## config.mk

```make
export PLATFORM = sky130hd
export DESIGN_NAME = list_intersection_unique_flat
export DESIGN_NICKNAME = d
export VERILOG_FILES = /design/src/rtl/lstu_pkg.sv /design/src/rtl/lstu_if.sv /design/src/rtl/lstu_out_stage.sv /design/src/rtl/list_intersection_unique.sv /design/src/flat_wrapper.sv
export SDC_FILE = /design/constraint.sdc
export NUM_CORES = 2
export LEC_CHECK = 0
export BUFFER_PORTS_ARGS = -buffer_cell sky130_fd_sc_hd__buf_2
export CORE_MARGIN = 3
export CORE_UTILIZATION = 30
export CTS_CLUSTER_SIZE = 16
export DETAILED_ROUTE_END_ITERATION = 8
export HOLD_SLACK_MARGIN = 0.06
export PLACE_DENSITY_LB_ADDON = 0.15
export SLEW_MARGIN = 20
export SYNTH_ARGS = -nofsm -noshare
export SYNTH_HDL_FRONTEND = slang
export SYNTH_SLANG_ARGS = --single-unit
export TNS_END_PERCENT = 50
```

## constraint.sdc

```tcl
create_clock -name i_clk -period 7.3 [get_ports i_clk]
set_input_delay 1.095 -clock i_clk [delete_from_list [all_inputs] [get_ports i_clk]]
set_output_delay 1.095 -clock i_clk [all_outputs]
set_load 0.01 [all_outputs]
```

## src/rtl/lstu_pkg.sv

```systemverilog
// Package: shared types and constants of the list intersection block.
package lstu_pkg;

    localparam int MaxFound = 32;
    localparam int FoundAw  = 5;
    localparam int FoundCw  = 6;

    localparam logic [1:0] FuncLoadA = 2'd0;
    localparam logic [1:0] FuncLoadB = 2'd1;
    localparam logic [1:0] FuncRun   = 2'd2;

    typedef struct packed {
        logic        [1:0]  func;
        logic signed [31:0] value;
    } t_in_item;

    typedef struct packed {
        logic signed [31:0]        common_value;
        logic                      has_value;
        logic [FoundAw-1:0]        position;
        logic [FoundCw-1:0]        found_count;
        logic                      last_result;
        logic                      dropped;
    } t_out_item;

endpackage

```

## src/rtl/lstu_if.sv

```systemverilog
// Interfaces: valid/ready channels for input and result items.
interface lstu_in_if;
    logic               valid;
    logic               ready;
    lstu_pkg::t_in_item payload;

    modport source (output valid, output payload, input ready);
    modport sink   (input valid, input payload, output ready);
endinterface

interface lstu_out_if;
    logic                valid;
    logic                ready;
    lstu_pkg::t_out_item payload;

    modport source (output valid, output payload, input ready);
    modport sink   (input valid, input payload, output ready);
endinterface

```

## src/rtl/lstu_out_stage.sv

```systemverilog
// Output register: holds one result item until the sink takes it.
module lstu_out_stage (
    input  logic                i_clk,
    input  logic                i_rst_n,
    input  logic                i_load,
    input  lstu_pkg::t_out_item i_item,
    output logic                o_free,
    lstu_out_if.source          o_out
);

    logic                r_valid;
    lstu_pkg::t_out_item r_item;

    assign o_free        = !r_valid || o_out.ready;
    assign o_out.valid   = r_valid;
    assign o_out.payload = r_item;

    always_ff @(posedge i_clk) begin
        if (!i_rst_n) begin
            r_valid <= 1'b0;
        end else if (i_load) begin
            r_valid <= 1'b1;
        end else if (o_out.ready) begin
            r_valid <= 1'b0;
        end
    end

    always_ff @(posedge i_clk) begin
        if (i_load) begin
            r_item <= i_item;
        end
    end

endmodule

```

## src/rtl/list_intersection_unique.sv

```systemverilog
// Load item: taken in the idle state. Run item: each first-list element is scanned serially
// against the second list and then the found store, bounded by the one-port memories.
// Results then leave one at a time through the output register (empty result: one item).
// Input is stalled from run acceptance until the last result is in the output register.
// Reset (synchronous, active low) clears counts, drop flag, sequencer and output valid;
// list memories are not cleared.
module list_intersection_unique #(
    parameter int LIST_DEPTH = 32
) (
    input  logic       i_clk,
    input  logic       i_rst_n,
    lstu_in_if.sink    i_in,
    lstu_out_if.source o_out
);

    localparam int CntW  = $clog2(LIST_DEPTH + 1);
    localparam int AddrW = (LIST_DEPTH > 1) ? $clog2(LIST_DEPTH) : 1;
    localparam int ScanW = (CntW > lstu_pkg::FoundCw) ? CntW : lstu_pkg::FoundCw;

    typedef enum logic [6:0] {
        S_IDLE    = 7'b0000001,
        S_FETCH   = 7'b0000010,
        S_GETX    = 7'b0000100,
        S_SCANB   = 7'b0001000,
        S_SCANF   = 7'b0010000,
        S_EMIT_RD = 7'b0100000,
        S_EMIT_LD = 7'b1000000
    } t_state;

    t_state r_state, n_state;

    logic [CntW-1:0]              r_first_count, n_first_count;
    logic [CntW-1:0]              r_second_count, n_second_count;
    logic                         r_ovf, n_ovf;
    logic                         r_drop, n_drop;
    logic [CntW-1:0]              r_i, n_i;
    logic [ScanW-1:0]             r_cnt, n_cnt;
    logic                         r_pend, n_pend;
    logic [lstu_pkg::FoundCw-1:0] r_n, n_n;
    logic [lstu_pkg::FoundCw-1:0] r_k, n_k;
    logic [31:0]                  r_x, n_x;

    // list and found stores, registered reads
    logic [31:0] r_mem_a [LIST_DEPTH];
    logic [31:0] r_mem_b [LIST_DEPTH];
    logic [31:0] r_mem_f [lstu_pkg::MaxFound];
    logic [31:0] r_a_q, r_b_q, r_f_q;

    logic                         a_we, b_we, f_we;
    logic [lstu_pkg::FoundAw-1:0] f_raddr;
    logic                         in_acc;
    logic [31:0]                  scan_q;
    logic [ScanW-1:0]             scan_lim;
    logic                         scan_hit, scan_more;
    logic                         fetch_go;
    logic                         out_free, out_load;
    lstu_pkg::t_out_item          out_item;

    assign i_in.ready = (r_state == S_IDLE);
    assign in_acc     = i_in.valid && i_in.ready;

    assign scan_q    = (r_state == S_SCANB) ? r_b_q : r_f_q;
    assign scan_lim  = (r_state == S_SCANB) ? ScanW'(r_second_count) : ScanW'(r_n);
    assign scan_hit  = r_pend && (scan_q == r_x);
    assign scan_more = (r_cnt < scan_lim);
    assign fetch_go  = (r_i < r_first_count) && (r_n < lstu_pkg::FoundCw'(lstu_pkg::MaxFound));
    assign f_raddr   = (r_state == S_SCANF) ? r_cnt[lstu_pkg::FoundAw-1:0]
                                            : r_k[lstu_pkg::FoundAw-1:0];

    always_ff @(posedge i_clk) begin
        if (a_we) begin
            r_mem_a[r_first_count[AddrW-1:0]] <= i_in.payload.value;
        end
        r_a_q <= r_mem_a[r_i[AddrW-1:0]];
    end

    always_ff @(posedge i_clk) begin
        if (b_we) begin
            r_mem_b[r_second_count[AddrW-1:0]] <= i_in.payload.value;
        end
        r_b_q <= r_mem_b[r_cnt[AddrW-1:0]];
    end

    always_ff @(posedge i_clk) begin
        if (f_we) begin
            r_mem_f[r_n[lstu_pkg::FoundAw-1:0]] <= r_x;
        end
        r_f_q <= r_mem_f[f_raddr];
    end

    always_comb begin
        n_state        = r_state;
        n_first_count  = r_first_count;
        n_second_count = r_second_count;
        n_ovf          = r_ovf;
        n_drop         = r_drop;
        n_i            = r_i;
        n_cnt          = r_cnt;
        n_pend         = r_pend;
        n_n            = r_n;
        n_k            = r_k;
        n_x            = r_x;
        a_we           = 1'b0;
        b_we           = 1'b0;
        f_we           = 1'b0;
        out_load       = 1'b0;

        out_item              = '0;
        out_item.dropped      = r_drop;
        out_item.last_result  = 1'b1;
        if (r_n != '0) begin
            out_item.common_value = r_f_q;
            out_item.has_value    = 1'b1;
            out_item.position     = r_k[lstu_pkg::FoundAw-1:0];
            out_item.found_count  = r_n;
            out_item.last_result  = ((r_k + 1'b1) == r_n);
        end

        unique case (r_state)
            S_IDLE: begin
                if (in_acc) begin
                    unique case (i_in.payload.func)
                        lstu_pkg::FuncLoadA: begin
                            if (r_first_count < CntW'(LIST_DEPTH)) begin
                                a_we          = 1'b1;
                                n_first_count = r_first_count + 1'b1;
                            end else begin
                                n_ovf = 1'b1;
                            end
                        end
                        lstu_pkg::FuncLoadB: begin
                            if (r_second_count < CntW'(LIST_DEPTH)) begin
                                b_we           = 1'b1;
                                n_second_count = r_second_count + 1'b1;
                            end else begin
                                n_ovf = 1'b1;
                            end
                        end
                        lstu_pkg::FuncRun: begin
                            n_i     = '0;
                            n_n     = '0;
                            n_state = S_FETCH;
                        end
                        default: ;
                    endcase
                end
            end
            S_FETCH: begin
                if (fetch_go) begin
                    n_state = S_GETX;
                end else begin
                    n_drop         = r_ovf;
                    n_ovf          = 1'b0;
                    n_first_count  = '0;
                    n_second_count = '0;
                    n_k            = '0;
                    n_state        = (r_n == '0) ? S_EMIT_LD : S_EMIT_RD;
                end
            end
            S_GETX: begin
                n_x     = r_a_q;
                n_cnt   = '0;
                n_pend  = 1'b0;
                n_state = S_SCANB;
            end
            S_SCANB: begin
                // hit seen in the cycle after its address went out
                if (scan_hit) begin
                    n_cnt   = '0;
                    n_pend  = 1'b0;
                    n_state = S_SCANF;
                end else if (scan_more) begin
                    n_cnt  = r_cnt + 1'b1;
                    n_pend = 1'b1;
                end else begin
                    n_i     = r_i + 1'b1;
                    n_state = S_FETCH;
                end
            end
            S_SCANF: begin
                if (scan_hit) begin
                    n_i     = r_i + 1'b1;
                    n_state = S_FETCH;
                end else if (scan_more) begin
                    n_cnt  = r_cnt + 1'b1;
                    n_pend = 1'b1;
                end else begin
                    f_we    = 1'b1;
                    n_n     = r_n + 1'b1;
                    n_i     = r_i + 1'b1;
                    n_state = S_FETCH;
                end
            end
            S_EMIT_RD: begin
                n_state = S_EMIT_LD;
            end
            S_EMIT_LD: begin
                if (out_free) begin
                    out_load = 1'b1;
                    if (out_item.last_result) begin
                        n_state = S_IDLE;
                    end else begin
                        n_k     = r_k + 1'b1;
                        n_state = S_EMIT_RD;
                    end
                end
            end
            default: n_state = S_IDLE;
        endcase
    end

    always_ff @(posedge i_clk) begin
        if (!i_rst_n) begin
            r_state        <= S_IDLE;
            r_first_count  <= '0;
            r_second_count <= '0;
            r_ovf          <= 1'b0;
            r_drop         <= 1'b0;
            r_i            <= '0;
            r_cnt          <= '0;
            r_pend         <= 1'b0;
            r_n            <= '0;
            r_k            <= '0;
        end else begin
            r_state        <= n_state;
            r_first_count  <= n_first_count;
            r_second_count <= n_second_count;
            r_ovf          <= n_ovf;
            r_drop         <= n_drop;
            r_i            <= n_i;
            r_cnt          <= n_cnt;
            r_pend         <= n_pend;
            r_n            <= n_n;
            r_k            <= n_k;
        end
    end

    always_ff @(posedge i_clk) begin
        r_x <= n_x;
    end

    lstu_out_stage u_out (
        .i_clk   (i_clk),
        .i_rst_n (i_rst_n),
        .i_load  (out_load),
        .i_item  (out_item),
        .o_free  (out_free),
        .o_out   (o_out)
    );

`ifndef SYNTHESIS
    a_found_bound: assert property (@(posedge i_clk) disable iff (!i_rst_n)
        r_n <= lstu_pkg::FoundCw'(lstu_pkg::MaxFound))
        else $error("found count beyond capacity");

    a_found_write_room: assert property (@(posedge i_clk) disable iff (!i_rst_n)
        f_we |-> (r_n < lstu_pkg::FoundCw'(lstu_pkg::MaxFound)))
        else $error("found store written when full");

    a_run_clears: assert property (@(posedge i_clk) disable iff (!i_rst_n)
        (r_state == S_FETCH && !fetch_go) |=>
            (r_first_count == '0 && r_second_count == '0 && !r_ovf))
        else $error("lists not cleared after run");

    a_empty_form: assert property (@(posedge i_clk) disable iff (!i_rst_n)
        (out_load && !out_item.has_value) |->
            (out_item.last_result && out_item.found_count == '0))
        else $error("malformed empty result");

    a_no_input_in_run: assert property (@(posedge i_clk) disable iff (!i_rst_n)
        (r_state != S_IDLE) |-> !(a_we || b_we))
        else $error("list written during run");
`endif

endmodule
```

## src/flat_wrapper.sv

```systemverilog
// flat-port wrapper written by rule: the top's interface ports become plain ports
module list_intersection_unique_flat 
#(
    parameter int LIST_DEPTH = 32
)
  (i_clk, i_rst_n, i_in_valid, i_in_payload, i_in_ready, o_out_valid, o_out_payload, o_out_ready);
  lstu_in_if i_in_i ();
  lstu_out_if o_out_i ();
  input  logic i_clk;
  input  logic i_rst_n;
  input wire logic [$bits(i_in_i.valid)-1:0] i_in_valid;
  input wire logic [$bits(i_in_i.payload)-1:0] i_in_payload;
  output wire logic [$bits(i_in_i.ready)-1:0] i_in_ready;
  output wire logic [$bits(o_out_i.valid)-1:0] o_out_valid;
  output wire logic [$bits(o_out_i.payload)-1:0] o_out_payload;
  input wire logic [$bits(o_out_i.ready)-1:0] o_out_ready;
  assign i_in_i.valid = i_in_valid;
  assign i_in_i.payload = i_in_payload;
  assign i_in_ready = i_in_i.ready;
  assign o_out_valid = o_out_i.valid;
  assign o_out_payload = o_out_i.payload;
  assign o_out_i.ready = o_out_ready;
  list_intersection_unique #(.LIST_DEPTH(LIST_DEPTH)) u_core (.i_clk(i_clk), .i_rst_n(i_rst_n), .i_in(i_in_i), .o_out(o_out_i));
endmodule
```

==> reports/qor.yml <==
outcome:
  outcome: "finished, final reports clean"
routing:
  top_layer: "met4"
  firstDrtPassIters: 5
  via_per_inst: 5.01
  wl_per_cell_um: 29.2
  drt_iter0_markers: 5841
  ant_nets: 0
  met2_length_um: 187000
  wl_met1_um: 161000
  drt_wl_total_um: 373000
  drc: 0
  vias: 63900
  wl_met3_um: 16800
sta:
  relSlewSlack: 0.226
  tightest_slew_ns: 1.16
  fin_crit_ns: 5.13
  report.final.hold_viol_count: 0
  holdWs_ns: 0.401
  fin_crit_sh: 0.703
  fin_worst_skew_ns: 0.0848
  rsz0062_at_grt: "false"
  finalWorstSetupSlack_ns: 2.17
  slew_viol_final: 0
  fmax_mhz: 195
  finalSetupViolCount: 0
  finalSetupTns_ns: 0
critical_path:
  crit_path_frequent_cell: "a21oi_1"
  worstReg2RegEnd: "u_core.r_mem_f[12][14]$_DFFE_PP_"
  reg2regPathDepth: 12
  rr_startpoint: "u_core.r_state[6]$_SDFFE_PN0P_"
  arrival_ns: 5.72
  crit_required_ns: 7.88
  rrSetupSlack_ns: 2.17
  end_kind: "flip-flop"
  slowest_delay_ns: 1.02
  cp_cell_sequence: "nor3_4 > nand4b_2 > mux2i_1 > ha_1 > a21o_1 > a211oi_1 > a21oi_1 > a21oi_1 > a211oi_4 > nand2_1 > nor2_4 > buf_4"
  criticalPathCategory: "reg -> reg"
  path_max_fanout: 21
  crit_path_start_kind: "flip-flop"
  worst_path_max_delay_cell: "nor2_4"
floorplanning:
  core_um2: 418000
  dieArea_um2: 430000
  initial_core_util: 0.302
  rows: 237
  ios: 86
  die_h_um: 655
  die_w_um: 655
clocking:
  cts_setup_buffers: 0
  ctsHtreeMaxLevel: 5
  cts_buffer_depth: 4
  cts_root_buf: "clkbuf_16"
  cts_hold_buf: 0
  cts_tree: "yes"
  worst_skew_pair.late_latency_ns: 0.95
  clk_pin_slew_ns: 0.06
  cts_resized: 0
  numCtsBuffers: 371
  cts_sinks: 3293
cells_and_area:
  stdcell_count: 12800
  drive_gt1_frac: 0.237
  syn2layout_area_growth_pct: 16.8
  fin_area_um2: 148000
  layout.nets: 6884
min_path:
  hold_depth: 0
  hold_end: "u_core.r_x[16]$_DFFE_PP_"
  min-delay-start: "u_core.r_a_q[16]$_DFF_P_"
  min_path_type: "reg -> reg"
synth:
  synth_cell_types: 75
  synthSimpleGateAreaFrac: 0.0472
  synth_ff_type: "edfxtp_1"
  synth_compound_area_frac: 0.0454
  yosysWarnings: 0
  ys_seq_area_frac: 0.770
  synth_area_leaders: "edfxtp_1, mux4_2, a211oi_1"
  syn_area_per_cell_um2: 19.4
  ys_ff_latch: 3293
  synth_edf_count: 3150
  synth_area_um2: 127000
  synth_top_area_frac: 0.748
  synth_cells: 6513
  async_reset_ff_frac: 0
  synth_commonest_cells: "edfxtp_1, nand2_1, mux4_2"
  synthMuxAreaShare: 0.118
  synthAdderAreaFrac: 0.00247
  synth_area_leader_cell: "edfxtp_1"
  yosysMostFrequentCell: "edfxtp_1"
  synth_xor_area_frac: 0.00273
  synth_fp_nets: 6576
  synth_top_family_by_area: "multiplexers"
place:
  port-buffer-count: 85
  place_area_um2: 135000
  dp_hpwl_um: 216000
  routabilityCongestion: 0.807
  place_inst: 12100
  pre_cts_ws_ns: 2.21
global_route:
  grt_max_degree: 158
  grt_overflow: 0
  grt_usage: 0.171
  grt_pass1_wl_um: 525000
  antenna_found_initial: 35
  first_global_vias: 66300
flow_run:
  drv_cap: 0
power:
  vdd_drop_max_mv: 0.187
  p_per_area_nw_per_um2: 270
  leakage_uw: 0.0450
stage by stage:
| step | utilization | power, uW |
|---|---|---|
| floorplan | - | 21200 |
| global placement | 0.323 | 21600 |
| detailed placement | 0.324 | 21600 |
| CTS | 0.353 | 40400 |
| global route | 0.353 | 41200 |
| finish | 0.353 | 39800 |
logic make-up (layout without fill, tap and decap cells):
logic type	Yosys count	in the layout
buffers and inverters	438	1057
muxes	691	691
and+or+nand+nor	1267	1267
adders and majority gates	25	25
xor gates and xnor gates	36	36
DFF	3293	3293
AOI/OAI and AO/OA	763	763
other	0	12
critical path: cells and delay by family (launching register included):
kind,cells,cell delay (ns)
DFF,1,0.39
buffers and inverters,1,0.37
and+or+nand+nor,4,2.40
AOI/OAI and AO/OA,5,1.04
adders and majority gates,1,0.34
muxes,1,0.25
cell usage in the layout, fill, tap and decap left out, drive strengths merged, types with 128 or more instances in the layout:
master	netlist	routed
dfxtp	143	143
mux4	640	640
clkinv	2	145
a31oi	130	130
edfxtp	3150	3150
clkbuf	284	483
nand2	660	660
and2	297	297
nor2	138	138
a311oi	128	128
a211oi	392	392
buf	111	330
final cells by class:
class / instances / area (um^2)
antenna: 12 / 30.0
tap: 5616 / 7030
inverter: 43 / 166
multi-input combinational: 2782 / 28200
fill: 39000 / 271000
clock inverter: 201 / 2150
sequential: 3293 / 97500
timing repair buffer: 330 / 2610
clock buffer: 483 / 10100
how the worst max path moves through the flow:
stage / start / end / slack [ns]
2_1_floorplan: u_core.r_state[6]$_SDFFE_PN0P_ / u_core.r_mem_f[12][0]$_DFFE_PP_ / 3.01
3_3_place_gp: u_core.r_state[6]$_SDFFE_PN0P_ / u_core.r_mem_f[23][24]$_DFFE_PP_ / 2.08
3_5_place_dp: u_core.r_state[6]$_SDFFE_PN0P_ / u_core.r_mem_f[12][28]$_DFFE_PP_ / 2.21
4_1_cts: u_core.r_state[6]$_SDFFE_PN0P_ / u_core.r_mem_f[12][14]$_DFFE_PP_ / 2.17
5_1_grt: u_core.r_state[6]$_SDFFE_PN0P_ / u_core.r_mem_f[12][14]$_DFFE_PP_ / 1.85
6_report: u_core.r_state[6]$_SDFFE_PN0P_ / u_core.r_mem_f[12][14]$_DFFE_PP_ / 2.17
per-layer routing:
metal | GRT usage | vias to the layer above
met5 | 0 | -
met4 | 0.0395 | 0
met3 | 0.0241 | 419
met2 | 0.293 | 1593
met1 | 0.230 | 34600
li1 | - | 27200
report_power, final:
group          total (uW)  internal [uW]  switching (uW)  leakage (uW)
clock               18700          11000            7700       0.00598
sequential          20700          20600            37.8        0.0295
combinational         488           99.6             388       0.00951
total               39800          31700            8130        0.0450
sequential cells by signal (all words and copies together), names as in the netlist:
| register | count |
|---|---|
| u_core.r_drop | 1 |
| u_core.r_pend | 1 |
| u_core.r_mem_b | 1024 |
| u_core.r_a_q | 32 |
| u_core.r_cnt | 6 |
| u_core.r_first_count | 6 |
| u_core.r_mem_a | 1024 |
| u_core.r_f_q | 32 |
| u_core.u_out.o_out.payload | 46 |
| u_core.u_out.o_out.valid | 1 |
| u_core.r_i | 6 |
| u_core.r_mem_f | 1024 |
| u_core.r_n | 6 |
| u_core.r_state | 7 |
| u_core.r_ovf | 1 |
| u_core.r_k | 6 |
| u_core.r_x | 32 |
| u_core.r_second_count | 6 |
| u_core.r_b_q | 32 |
Power figures use the tool's default switching activity.
